===== config.mk =====
export PLATFORM = sky130hd
export DESIGN_NAME = shell_script_lexer_top
export DESIGN_NICKNAME = d
export VERILOG_FILES = /design/src/rtl/core/shlex_pkg.sv /design/src/rtl/core/shell_script_lexer_top.sv /design/src/rtl/core/shlex_core.sv /design/src/rtl/core/shlex_fifo.sv
export SDC_FILE = /design/constraint.sdc
export NUM_CORES = 1
export LEC_CHECK = 0
export BUFFER_PORTS_ARGS = -buffer_cell sky130_fd_sc_hd__buf_2
export CAP_MARGIN = 20
export CELL_PAD_IN_SITES_DETAIL_PLACEMENT = 0
export CELL_PAD_IN_SITES_GLOBAL_PLACEMENT = 2
export CORE_MARGIN = 1.5
export CORE_UTILIZATION = 37
export DETAILED_ROUTE_END_ITERATION = 10
export PLACE_DENSITY = 0.75
export REMOVE_ABC_BUFFERS = 1
export SYNTH_ARGS = -nofsm -noshare
export SYNTH_HDL_FRONTEND = slang
export SYNTH_SLANG_ARGS = --single-unit

===== constraint.sdc =====
create_clock -name clk -period 4.7 [get_ports clk]
set_clock_uncertainty 0.2 [all_clocks]
set_input_delay 0.94 -clock clk [delete_from_list [all_inputs] [get_ports clk]]
set_output_delay 0.94 -clock clk [all_outputs]
set_load 0.01 [all_outputs]

===== src/rtl/core/shlex_pkg.sv =====
// ----------------------------------------------------------------------------
// shlex_pkg
// Shared types and codes for the shell script lexer.
// ----------------------------------------------------------------------------
package shlex_pkg;

  localparam int MAX_SOURCE_DEF = 65536;
  localparam int FIFO_DEPTH     = 4;

  // token kinds
  localparam logic [3:0] K_SEP       = 4'd0;
  localparam logic [3:0] K_OPEN      = 4'd1;
  localparam logic [3:0] K_CLOSE     = 4'd2;
  localparam logic [3:0] K_SIGIL     = 4'd3;
  localparam logic [3:0] K_SYMBOL    = 4'd4;
  localparam logic [3:0] K_INT       = 4'd5;
  localparam logic [3:0] K_DO        = 4'd6;
  localparam logic [3:0] K_END       = 4'd7;
  localparam logic [3:0] K_EOS       = 4'd8;
  localparam logic [3:0] K_BAD_FLOAT = 4'd9;

  localparam logic [62:0] VAL_MAX = {63{1'b1}};

  typedef struct packed {
    logic [3:0]  kind;
    logic [15:0] start;
    logic [15:0] len;
    logic [62:0] value;
  } token_t;

  // tokens produced by one byte, in order
  typedef struct packed {
    logic [1:0] n;
    token_t     a;
    token_t     b;
  } push_t;

  typedef struct packed {
    token_t tok;
    logic   last;
  } entry_t;

endpackage


===== src/rtl/core/shell_script_lexer_top.sv =====
// ----------------------------------------------------------------------------
// shell_script_lexer_top
// Streaming lexer for a small shell-like script language.
// ----------------------------------------------------------------------------
// Usage:
//   Input channel (in_valid/in_ready, src_byte) takes one source byte per
//   item; a zero byte ends the source. Output channel (out_valid/out_ready)
//   gives one token per item: tok_kind, tok_start, tok_len, int_value, and
//   run_last, set on the last token caused by a byte.
//   Rate: one byte per cycle while the queue has room. A byte is held in the
//   input register, is lexed there, and its tokens land in a 4-entry output
//   queue, from which the first token is shown on the output. Bytes giving two
//   tokens (a pending int or symbol closed by a special byte, newline or
//   zero byte, or a string closed by the zero byte) leave an extra token to
//   drain; input keeps flowing while the queue has room for two.
//   Stall: when the receiver holds out_ready low the queue fills and
//   in_ready drops once fewer than two slots are free; nothing is lost.
//   Reset: rst (synchronous) empties the queue and input register and puts
//   the lexer in idle at offset 0. After the end-of-stream token further
//   bytes are accepted and dropped until the next reset.
// ----------------------------------------------------------------------------
module shell_script_lexer_top import shlex_pkg::*; #(
  parameter int MAX_SOURCE = MAX_SOURCE_DEF
) (
  input  logic        clk,
  input  logic        rst,
  input  logic        in_valid,
  output logic        in_ready,
  input  logic [7:0]  src_byte,
  output logic        out_valid,
  input  logic        out_ready,
  output logic [3:0]  tok_kind,
  output logic [15:0] tok_start,
  output logic [15:0] tok_len,
  output logic [62:0] int_value,
  output logic        run_last
);

  // input register
  logic       in_full;
  logic [7:0] byte_q;
  logic       fire;
  logic       room;
  logic       pop;
  push_t      push;
  entry_t     head;
  logic [$clog2(FIFO_DEPTH):0] level;

  // lex the held byte only when the queue can take both possible tokens
  assign fire     = in_full && room;
  assign in_ready = !in_full || fire;

  always_ff @(posedge clk) begin
    if (rst) begin
      in_full <= 1'b0;
    end else if (in_ready) begin
      in_full <= in_valid;
    end
  end

  always_ff @(posedge clk) begin
    if (in_ready && in_valid) byte_q <= src_byte;
  end

  shlex_core #(.MAX_SOURCE(MAX_SOURCE)) u_core (
    .clk      (clk),
    .rst      (rst),
    .fire     (fire),
    .src_byte (byte_q),
    .push     (push)
  );

  shlex_fifo u_fifo (
    .clk   (clk),
    .rst   (rst),
    .push  (push),
    .pop   (pop),
    .head  (head),
    .room  (room),
    .level (level)
  );

  assign out_valid = level != '0;
  assign pop       = out_valid && out_ready;
  assign tok_kind  = head.tok.kind;
  assign tok_start = head.tok.start;
  assign tok_len   = head.tok.len;
  assign int_value = head.tok.value;
  assign run_last  = head.last;

  logic eos_pushed;
  assign eos_pushed = (push.n == 2'd1 && push.a.kind == K_EOS) ||
                      (push.n == 2'd2 && push.b.kind == K_EOS);

`ifndef ASSERT_OFF
  // queue never overfills
  a_level: assert property (@(posedge clk) disable iff (rst)
    level <= ($clog2(FIFO_DEPTH)+1)'(FIFO_DEPTH))
    else $error("token queue overflow");

  // only a closing int/symbol/keyword token can precede a second token
  a_pair: assert property (@(posedge clk) disable iff (rst)
    push.n == 2'd2 |-> (push.a.kind == K_INT || push.a.kind == K_SYMBOL ||
                        push.a.kind == K_DO || push.a.kind == K_END))
    else $error("bad token pair");

  // nothing follows end of stream
  a_eos: assert property (@(posedge clk) disable iff (rst)
    eos_pushed |=> push.n == 2'd0)
    else $error("token after end of stream");

  // tokens are only formed for a lexed byte
  a_fire: assert property (@(posedge clk) disable iff (rst)
    push.n != 2'd0 |-> fire)
    else $error("token without byte");
`endif

endmodule


===== src/rtl/core/shlex_core.sv =====
// ----------------------------------------------------------------------------
// shlex_core
// Lexer mode machine: consumes one byte per fire, forms up to two tokens.
// ----------------------------------------------------------------------------
module shlex_core import shlex_pkg::*; #(
  parameter int MAX_SOURCE = MAX_SOURCE_DEF
) (
  input  logic       clk,
  input  logic       rst,
  input  logic       fire,
  input  logic [7:0] src_byte,
  output push_t      push
);

  localparam int PW = $clog2(MAX_SOURCE);

  localparam logic [2:0] M_IDLE    = 3'd0;
  localparam logic [2:0] M_NLSKIP  = 3'd1;
  localparam logic [2:0] M_COMMENT = 3'd2;
  localparam logic [2:0] M_STRING  = 3'd3;
  localparam logic [2:0] M_NUMBER  = 3'd4;
  localparam logic [2:0] M_SYMBOL  = 3'd5;

  localparam logic [PW:0]  MAX_W     = (PW+1)'(MAX_SOURCE);
  localparam logic [23:0]  PFX_DO    = 24'h006f64;
  localparam logic [23:0]  PFX_END   = 24'h646e65;

  logic [2:0]    lex_mode, lex_mode_next;
  logic [PW-1:0] byte_pos, byte_pos_next;
  logic [PW-1:0] token_begin, token_begin_next;
  logic [62:0]   num_accum, num_accum_next;
  logic [23:0]   sym_prefix, sym_prefix_next;
  logic [2:0]    sym_count, sym_count_next;
  logic          stream_done, stream_done_next;

  logic          fresh, mt_v, ft_v;
  token_t        mt, ft;
  logic          is_ws, is_digit, spec_v;
  logic [3:0]    spec_kind, sym_kind;
  logic [66:0]   acc_wide;
  logic [PW:0]   pos_inc;
  logic [15:0]   cur_len;

  function automatic logic [15:0] span16(input logic [PW-1:0] from,
                                         input logic [PW-1:0] to);
    logic [PW:0] d;
    if (to >= from) d = {1'b0, to} - {1'b0, from};
    else            d = {1'b0, to} + MAX_W - {1'b0, from};
    return 16'(d);
  endfunction

  always_comb begin
    is_ws    = (src_byte == 8'h20) || (src_byte == 8'h09) ||
               (src_byte == 8'h0a) || (src_byte == 8'h0d);
    is_digit = (src_byte >= 8'h30) && (src_byte <= 8'h39);
    spec_v    = 1'b1;
    spec_kind = K_SEP;
    unique case (src_byte)
      8'h2c:        spec_kind = K_SEP;
      8'h28, 8'h5b: spec_kind = K_OPEN;
      8'h29, 8'h5d: spec_kind = K_CLOSE;
      8'h27, 8'h24, 8'h40: spec_kind = K_SIGIL;
      default:      spec_v = 1'b0;
    endcase
    // accum * 10 + digit, saturating at 2^63-1
    acc_wide = ({4'd0, num_accum} << 3) + ({4'd0, num_accum} << 1)
             + {63'd0, src_byte[3:0]};
    pos_inc  = {1'b0, byte_pos} + (PW+1)'(1);
    cur_len  = span16(token_begin, byte_pos);
    if (sym_count == 3'd2 && sym_prefix == PFX_DO)       sym_kind = K_DO;
    else if (sym_count == 3'd3 && sym_prefix == PFX_END) sym_kind = K_END;
    else                                                 sym_kind = K_SYMBOL;
  end

  always_comb begin
    lex_mode_next    = lex_mode;
    byte_pos_next    = (pos_inc >= MAX_W) ? '0 : pos_inc[PW-1:0];
    token_begin_next = token_begin;
    num_accum_next   = num_accum;
    sym_prefix_next  = sym_prefix;
    sym_count_next   = sym_count;
    stream_done_next = stream_done;
    fresh = 1'b0;
    mt_v  = 1'b0;
    ft_v  = 1'b0;
    mt    = '0;
    ft    = '0;

    // pending token of the current mode
    unique case (lex_mode)
      M_NUMBER: begin
        mt.start = 16'(token_begin);
        mt.len   = cur_len;
        mt.value = num_accum;
        if (is_digit) begin
          num_accum_next = (acc_wide[66:63] != 4'd0) ? VAL_MAX : acc_wide[62:0];
        end else if (src_byte == 8'h2e) begin
          mt_v          = 1'b1;
          mt.kind       = K_BAD_FLOAT;
          lex_mode_next = M_IDLE;
        end else begin
          mt_v    = 1'b1;
          mt.kind = K_INT;
          fresh   = 1'b1;
        end
      end
      M_SYMBOL: begin
        if (src_byte != 8'd0 && !is_ws && !spec_v) begin
          unique case (sym_count)
            3'd0:    sym_prefix_next[7:0]   = src_byte;
            3'd1:    sym_prefix_next[15:8]  = src_byte;
            3'd2:    sym_prefix_next[23:16] = src_byte;
            default: sym_prefix_next = sym_prefix;
          endcase
          if (sym_count < 3'd4) sym_count_next = sym_count + 3'd1;
        end else begin
          mt_v     = 1'b1;
          mt.kind  = sym_kind;
          mt.start = 16'(token_begin);
          mt.len   = cur_len;
          fresh    = 1'b1;
        end
      end
      M_STRING: begin
        mt.kind  = K_SYMBOL;
        mt.start = 16'(token_begin);
        mt.len   = cur_len;
        if (src_byte == 8'h22) begin
          mt_v          = 1'b1;
          lex_mode_next = M_IDLE;
        end else if (src_byte == 8'd0) begin
          mt_v  = 1'b1;
          fresh = 1'b1;
        end
      end
      M_COMMENT: begin
        if (src_byte == 8'h23) lex_mode_next = M_IDLE;
        else if (src_byte == 8'h0a || src_byte == 8'd0) fresh = 1'b1;
      end
      M_NLSKIP: begin
        if (src_byte == 8'd0 || !is_ws) fresh = 1'b1;
      end
      default: fresh = 1'b1;
    endcase

    // byte lexed from idle
    if (fresh) begin
      lex_mode_next = M_IDLE;
      ft.start      = 16'(byte_pos);
      ft.len        = 16'd1;
      priority if (src_byte == 8'd0) begin
        ft_v             = 1'b1;
        ft.kind          = K_EOS;
        ft.len           = 16'd0;
        stream_done_next = 1'b1;
      end else if (src_byte == 8'h0a) begin
        ft_v          = 1'b1;
        ft.kind       = K_SEP;
        lex_mode_next = M_NLSKIP;
      end else if (is_ws) begin
        ft_v = 1'b0;
      end else if (src_byte == 8'h23) begin
        lex_mode_next = M_COMMENT;
      end else if (spec_v) begin
        ft_v    = 1'b1;
        ft.kind = spec_kind;
      end else if (src_byte == 8'h22) begin
        lex_mode_next    = M_STRING;
        token_begin_next = byte_pos_next;
      end else if (is_digit) begin
        lex_mode_next    = M_NUMBER;
        token_begin_next = byte_pos;
        num_accum_next   = {59'd0, src_byte[3:0]};
      end else begin
        lex_mode_next    = M_SYMBOL;
        token_begin_next = byte_pos;
        sym_prefix_next  = {16'd0, src_byte};
        sym_count_next   = 3'd1;
      end
    end

    push.a = mt_v ? mt : ft;
    push.b = ft;
    push.n = (fire && !stream_done) ? ({1'b0, mt_v} + {1'b0, ft_v}) : 2'd0;
  end

  always_ff @(posedge clk) begin
    if (rst) begin
      lex_mode    <= M_IDLE;
      byte_pos    <= '0;
      token_begin <= '0;
      num_accum   <= '0;
      sym_prefix  <= '0;
      sym_count   <= '0;
      stream_done <= 1'b0;
    end else if (fire && !stream_done) begin
      lex_mode    <= lex_mode_next;
      byte_pos    <= byte_pos_next;
      token_begin <= token_begin_next;
      num_accum   <= num_accum_next;
      sym_prefix  <= sym_prefix_next;
      sym_count   <= sym_count_next;
      stream_done <= stream_done_next;
    end
  end

endmodule


===== src/rtl/core/shlex_fifo.sv =====
// ----------------------------------------------------------------------------
// shlex_fifo
// Small token queue: takes up to two tokens a cycle, gives one.
// ----------------------------------------------------------------------------
module shlex_fifo import shlex_pkg::*; (
  input  logic   clk,
  input  logic   rst,
  input  push_t  push,
  input  logic   pop,
  output entry_t head,
  output logic   room,
  output logic [$clog2(FIFO_DEPTH):0] level
);

  localparam int AW = $clog2(FIFO_DEPTH);

  entry_t        mem [FIFO_DEPTH];
  logic [AW-1:0] wr_ptr, rd_ptr;
  logic [AW:0]   count;

  always_ff @(posedge clk) begin
    if (push.n != 2'd0) mem[wr_ptr] <= '{tok: push.a, last: (push.n == 2'd1)};
    if (push.n == 2'd2) mem[wr_ptr + AW'(1)] <= '{tok: push.b, last: 1'b1};
  end

  always_ff @(posedge clk) begin
    if (rst) begin
      wr_ptr <= '0;
      rd_ptr <= '0;
      count  <= '0;
    end else begin
      wr_ptr <= wr_ptr + AW'(push.n);
      if (pop) rd_ptr <= rd_ptr + AW'(1);
      count  <= count + (AW+1)'(push.n) - (AW+1)'(pop);
    end
  end

  assign head  = mem[rd_ptr];
  assign room  = count <= (AW+1)'(FIFO_DEPTH - 2);
  assign level = count;

endmodule


# [After elaboration in Yosys (flattened, before gate mapping)]
# Memory sizes are Yosys's and may differ from the RTL's. A register that Yosys moved wholly into a read port is not among the register bits.
# Index checks and enable logic that the tools add are counted.
[classes] n_eq_ne=31 addsub=13 reduce_logical=33 bitwise=5 order_cmp=6 muxes=93
[ops] op="63-bit 2-to-1 mux" n=12
[ops] op="24-bit 2-to-1 mux" n=10
[ops] op="36-bit case mux with 3 select lines" n=1
[ops] op="99-bit 2-to-1 mux" n=1
[ops] op="8-bit by 6-bit == test with 1-bit output, second input constant" n=9
[ops] op="36-bit 2-to-1 mux" n=2
[ops] op="66-bit by 64-bit adder with 67-bit output" n=1
[ops] op="67-bit by 4-bit adder with 67-bit output" n=1
[ops] op="3-bit 2-to-1 mux" n=22
[ops] op="16-bit 2-to-1 mux" n=3
[ops] op="16-bit subtractor" n=2
[ops] op="4-bit 2-to-1 mux" n=7
[ops] op="24-bit by 15-bit == test with 1-bit output, second input constant" n=1
[ops] op="24-bit by 23-bit == test with 1-bit output, second input constant" n=1
[ops] op="8-bit by 4-bit == test with 1-bit output, second input constant" n=3
[ops] op="8-bit by 7-bit == test with 1-bit output, second input constant" n=3
[ops] op="8-bit 2-to-1 mux" n=3
[ops] op="1-bit 2-to-1 mux" n=23
[ops] op="16-bit by 1-bit adder with 17-bit output, second input constant" n=1
[ops] op="17-bit greater-or-equal comparator, second input constant" n=1
[ops] op="16-bit by 1-bit adder with 16-bit output, second input constant" n=1
[ops] op="16-bit greater-or-equal comparator" n=1
[ops] op="3-bit by 2-bit == test with 1-bit output, second input constant" n=4
[ops] op="2-bit 2-to-1 mux" n=5
[ops] op="36 further kinds" n=63
[word_totals] regBits=142 out_inout_bits=102 memories=1 mem_bits_rw=400
[mem_list] memory="u_fifo.mem" words=4 width=100 read_ports=1 rd_ports_with_merged_regs=1 write_ports=2 line_no="shlex_fifo.sv:17" rtl="entry_t mem [FIFO_DEPTH];"

# [Depth between registers and ports, before layout]
[logic_depth] ltp_word=17 mapped_depth=20 ltp_nobuf=17

# [Cells and area by module]
# Synthesis repeated with hierarchy kept, for this count alone.
[unflattened] cells_unflattened=2901 hier_area_um2=31966.9
[modules_own_cells] module="shlex_fifo" n_inst=1 seq_area_each_um2=12151.7 area_per_inst_um2=18745.5 cells_per_inst=1180
[modules_own_cells] module="shlex_core" n_inst=1 seq_area_each_um2=2522.4 area_per_inst_um2=12913.6 cells_per_inst=1705
[modules_own_cells] module="shell_script_lexer_top" n_inst=1 seq_area_each_um2=260.2 area_per_inst_um2=307.8 cells_per_inst=16

# [Worst setup path before layout]
# Ideal clock, no wire load.
[synth_path] kind="reg-to-reg" startpoint="register byte_q[2]" endpoint="memory u_fifo.mem[0][64] in the netlist's numbering, enable pin" n_path_buf=4 arrival_ns=4.228 required_ns=4.125 synth_period_minus_slack_ns=4.803 path_stages_with_launch=18 slack_ns=-0.103 cell_sequence="edfxtp_1 -> or4b_1 -> a2111oi_2 -> a311oi_2 -> and3_1 -> clkbuf_1 -> nor2_1 -> o21ai_0 -> and2b_1 -> buf_2 -> inv_2 -> ha_1 -> clkbuf_1 -> o21ai_1 -> nor3_1 -> nor2_1 -> clkbuf_1 -> inv_1"
[synth_rtl] element="start, declared" line_no="shell_script_lexer_top.sv:41" rtl="logic [7:0] byte_q;"
[synth_rtl] element="start signal, assigned" line_no="shell_script_lexer_top.sv:62" rtl="if (in_ready && in_valid) byte_q <= src_byte;"
[synth_rtl] element="end, declared" line_no="shlex_fifo.sv:17"

# [Worst setup path in the final report]
[layout_path] startpoint="register byte_q[3]" endpoint="register u_core.num_accum[52]"
[layout_between] elab_chain_len=13 elab_cells_between_ends=53
[layout_rtl] element="67-bit by 4-bit adder with 67-bit output" line_no="shlex_core.sv:67" rtl="+ {63'd0, src_byte[3:0]};"
[layout_rtl] element="4-bit nonzero test" line_no="shlex_core.sv:96" rtl="num_accum_next = (acc_wide[66:63] != 4'd0) ? VAL_MAX : acc_wide[62:0];"
[layout_rtl] element="63-bit 2-to-1 mux" line_no="shlex_core.sv:96"
[layout_rtl] element="63-bit 2-to-1 mux" line_no="shlex_core.sv:95" rtl="if (is_digit) begin"
[layout_rtl] element="63-bit 2-to-1 mux" line_no="shlex_core.sv:90" rtl="unique case (lex_mode)"
[layout_rtl] element="63-bit 2-to-1 mux" line_no="shlex_core.sv:170" rtl="end else if (is_digit) begin"
[layout_rtl] element="63-bit 2-to-1 mux" line_no="shlex_core.sv:167" rtl="end else if (src_byte == 8'h22) begin"
[layout_rtl] element="63-bit 2-to-1 mux" line_no="shlex_core.sv:164" rtl="end else if (spec_v) begin"
[layout_rtl] element="63-bit 2-to-1 mux" line_no="shlex_core.sv:162" rtl="end else if (src_byte == 8'h23) begin"
[layout_rtl] element="63-bit 2-to-1 mux" line_no="shlex_core.sv:160" rtl="end else if (is_ws) begin"
[layout_rtl] element="63-bit 2-to-1 mux" line_no="shlex_core.sv:156" rtl="end else if (src_byte == 8'h0a) begin"
[layout_rtl] element="63-bit 2-to-1 mux" line_no="shlex_core.sv:151" rtl="priority if (src_byte == 8'd0) begin"
[layout_rtl] element="63-bit 2-to-1 mux (*)" line_no="shlex_core.sv:147" rtl="if (fresh) begin"
[layout_rtl] element="end signal, assigned" line_no="shlex_core.sv:200" rtl="num_accum <= num_accum_next;"
[layout_rtl] element="end, declared" line_no="shlex_core.sv:31" rtl="logic [62:0] num_accum, num_accum_next;"
# Every way passes the cells marked *; elsewhere a longest branch is shown, timed or not.
# A chain may end at the register's enable or synchronous reset.

==> metrics.yaml <==
status:
  status: "finished, violations left"
  violations: "design-rule violations"
cts:
  cts_root_buf: "clkbuf_16"
  clockBufferDepth: 3
  cts.sink_count: 544
  worstSkewPairLatency_ns: 0.65
  cts_tree: "built"
  holdBufCountCts: 0
  cts_buffers: 60
  clk_pin_slew_ns: 0.06
  htreeDepth: 2
grt:
  grt_pass1_wl_mm: 127.9
  grt_pass1_vias: 21940
  grt_max_degree: 102
  grtUsageTotal: 0.2139
  overflow: 0
  antenna_found_initial: 2
routing:
  wl_per_cell_um: 22.46
  vias_per_cell: 5.994
  routed-via-count: 22060
  drt-initial-drc-count: 1777
  wl_mm: 82.64
  dr.pass1.iters: 10
  drc: 5
  ant_nets: 0
floorplanning:
  start_util: 0.3750
  rows: 99
  core_sq_um: 73210
  die-area_sq_um: 75840
  die-width_um: 275.4
  die_height_um: 275.4
  ios: 114
pwr:
  power_leakage_nw: 12.01
  total_power_mw: 11.99
  ir_drop_mv: 0.3677
  cellPowerDensity_nw_per_um2: 380.8
logic_synthesis:
  ys.warnings.count: 0
  yosysTopAreaCell: "dfxtp_1"
  postSynthCellCount: 2619
  synth_seq_cells: 544
  synthArstFlopShare: 0
  synth_flop_cell: "dfxtp_1"
  ys_seq_area_frac: 0.4288
  synth_area_sq_um: 27450
  yosys.cell_count.top_type: "dfxtp_1"
  synth_top_area_share: 0.3325
  netlist_top_cells_area: "dfxtp_1 (33%), edfxtp_1 (9.6%), a32o_1 (9.2%)"
  synth_common_cells: "dfxtp_1 (456), a32o_1 (252), nand2_1 (171), nor2_1 (171), clkbuf_1 (162)"
  synthDistinctLibCells: 88
  synth_area_per_cell_sq_um: 10.48
  synth-edff-count: 88
sta:
  fmax_mhz: 223.8
  setup_slack_ns: 0.2316
  fin_crit_ns: 4.468
  finalHoldWorstSlack_ns: 0.2465
  final-max-slew-violation-count: 0
  tightest_slew_ns: 1.039
  max_slew_margin: 0.3076
  finalHoldViolCount: 0
  setup_viol: 0
  rsz0062_at_grt: "yes"
  post-route-period-util: 0.9507
placed_design:
  place_hpwl_mm: 54.76
  port_buffers: 113
  detailedPlace.worstSlack_ns: 0.01281
  gp_congestion: 0.8864
finish:
  drive_above_1_share: 0.1724
  regArea_sq_um: 11780
  area_delta_synth_final_pct: 14.71
  antenna_cells: 0
  final_nets: 2839
  nFillCells: 6959
  multi_input_area_sq_um: 14680
  final_core_util: 0.4302
worst_setup_path:
  worst-setup-path-type: "reg2reg"
  cp_max_fo: 15
  cp_data_arrival_time_ns: 4.76
  cp-start-kind: "flop"
  crit_required_ns: 4.99
  end_kind: "flop"
flow_run:
  max_cap_violations: 0
min_path:
  min_path_type: "reg2reg"
## worst max-delay path: stages, from the launching register on
cell	delay, ns
edfxtp_1	0.42
fa_1	0.44
ha_1	0.38
o211ai_1	0.15
o211ai_2	0.28
nand4_1	0.23
a211oi_4	0.41
a211oi_2	0.17
a2111oi_4	0.34
nor3b_1	0.09
or4b_1	0.61
buf_12	0.20
nor2_4	0.11
buf_4	0.20
a31oi_1	0.10
## power by group
| part | total [mW] | internal, mW | switching [mW] | leakage [nW] |
|---|---|---|---|---|
| Sequential | 5.05 | 4.84 | 0.208 | 4.46 |
| Combinational | 1.95 | 0.791 | 1.16 | 6.48 |
| Clock | 5.00 | 2.96 | 2.03 | 1.07 |
| Total | 12.0 | 8.59 | 3.40 | 12.0 |
## registers in the layout, summed over array words and instances, names as in the netlist, named ones only
register,cells
u_fifo.rd_ptr,2
in_full,1
u_core.lex_mode,3
u_core.byte_pos,16
u_core.token_begin,16
u_core.stream_done,1
byte_q,8
u_fifo.level,3
u_core.sym_count,3
u_fifo.wr_ptr,2
u_fifo.mem,400
u_core.sym_prefix,24
u_core.num_accum,63
## timing repair
item	CTS	global route
setup endpoints to repair	1	90
setup buffers	0	4
pin swaps	0	2
gates resized for setup	1	7
## cell families after synthesis
group	Yosys count	synth area share
AND/OR/NAND/NOR	571	0.09913
buffers and inverters	274	0.04056
flip-flops	544	0.4288
XOR/XNOR	90	0.02871
AO/OA/AOI/OAI	862	0.2408
adder cells (fa/ha/maj)	154	0.07128
multiplexers	124	0.09078
## layer usage
metal / GRT usage / wire length [um]
met3: 0.02253 / 3955
met4: 0.04731 / 1375
met1: 0.2957 / 37820
met2: 0.3596 / 39490
met5: 0 / 0
## layout make-up
| class | count | share of cell area |
|---|---|---|
| clock buffer | 84 | 0.05836 |
| timing repair buffer | 208 | 0.04617 |
| tap | 959 | 0.03810 |
| inverter | 58 | 0.006913 |
| sequential | 544 | 0.3741 |
| multi-input combinational | 1801 | 0.4660 |
| clock inverter | 26 | 0.01041 |
## cell usage in the layout (no fill, tap or decap), types with 13 or more instances in the layout
| cell | count |
|---|---|
| clkbuf_8 | 16 |
| xnor2_1 | 54 |
| a32o_1 | 252 |
| inv_1 | 57 |
| nor3_1 | 63 |
| clkbuf_16 | 64 |
| nand2b_1 | 15 |
| nor2_1 | 163 |
| xor2_1 | 35 |
| buf_2 | 113 |
| o21ai_1 | 27 |
| nand2_1 | 171 |
| a21o_1 | 37 |
| buf_4 | 81 |
| edfxtp_1 | 88 |
| ha_1 | 150 |
| dfxtp_1 | 453 |
| a211oi_1 | 22 |
| nand4_1 | 25 |
| buf_12 | 14 |
| a31oi_1 | 33 |
| o21ai_0 | 130 |
| o211ai_1 | 13 |
| mux2i_1 | 24 |
| nand3_1 | 24 |
| o22ai_1 | 24 |
| mux4_2 | 100 |
| a21oi_1 | 125 |
| a22o_1 | 109 |
## through the flow
| stage | instance area, sq um | std cells | setup TNS, ns |
|---|---|---|---|
| finish | 31490 | 3680 | 0 |
| global route | 31490 | 3680 | -0.05157 |
| CTS | 31440 | 3676 | 0 |
| detailed placement | 29270 | 3566 | 0 |
| global placement | 29270 | 3566 | 0 |
| floorplan | 26560 | 2403 | -5331.61 |
## worst paths after layout
| path | start | slack (ns) | cells past startpoint | end |
|---|---|---|---|---|
| hold / removal | u_fifo.mem[3][72] | 0.25 | 2 | u_fifo.mem[3][72] |
| setup / recovery | byte_q[3] | 0.23 | 14 | u_core.num_accum[52] |
| hold reg to reg | u_fifo.mem[3][72] | 0.25 | 2 | u_fifo.mem[3][72] |
| setup reg to reg | byte_q[3] | 0.23 | 14 | u_core.num_accum[52] |
Note: power is estimated with default switching activity, not from simulation.
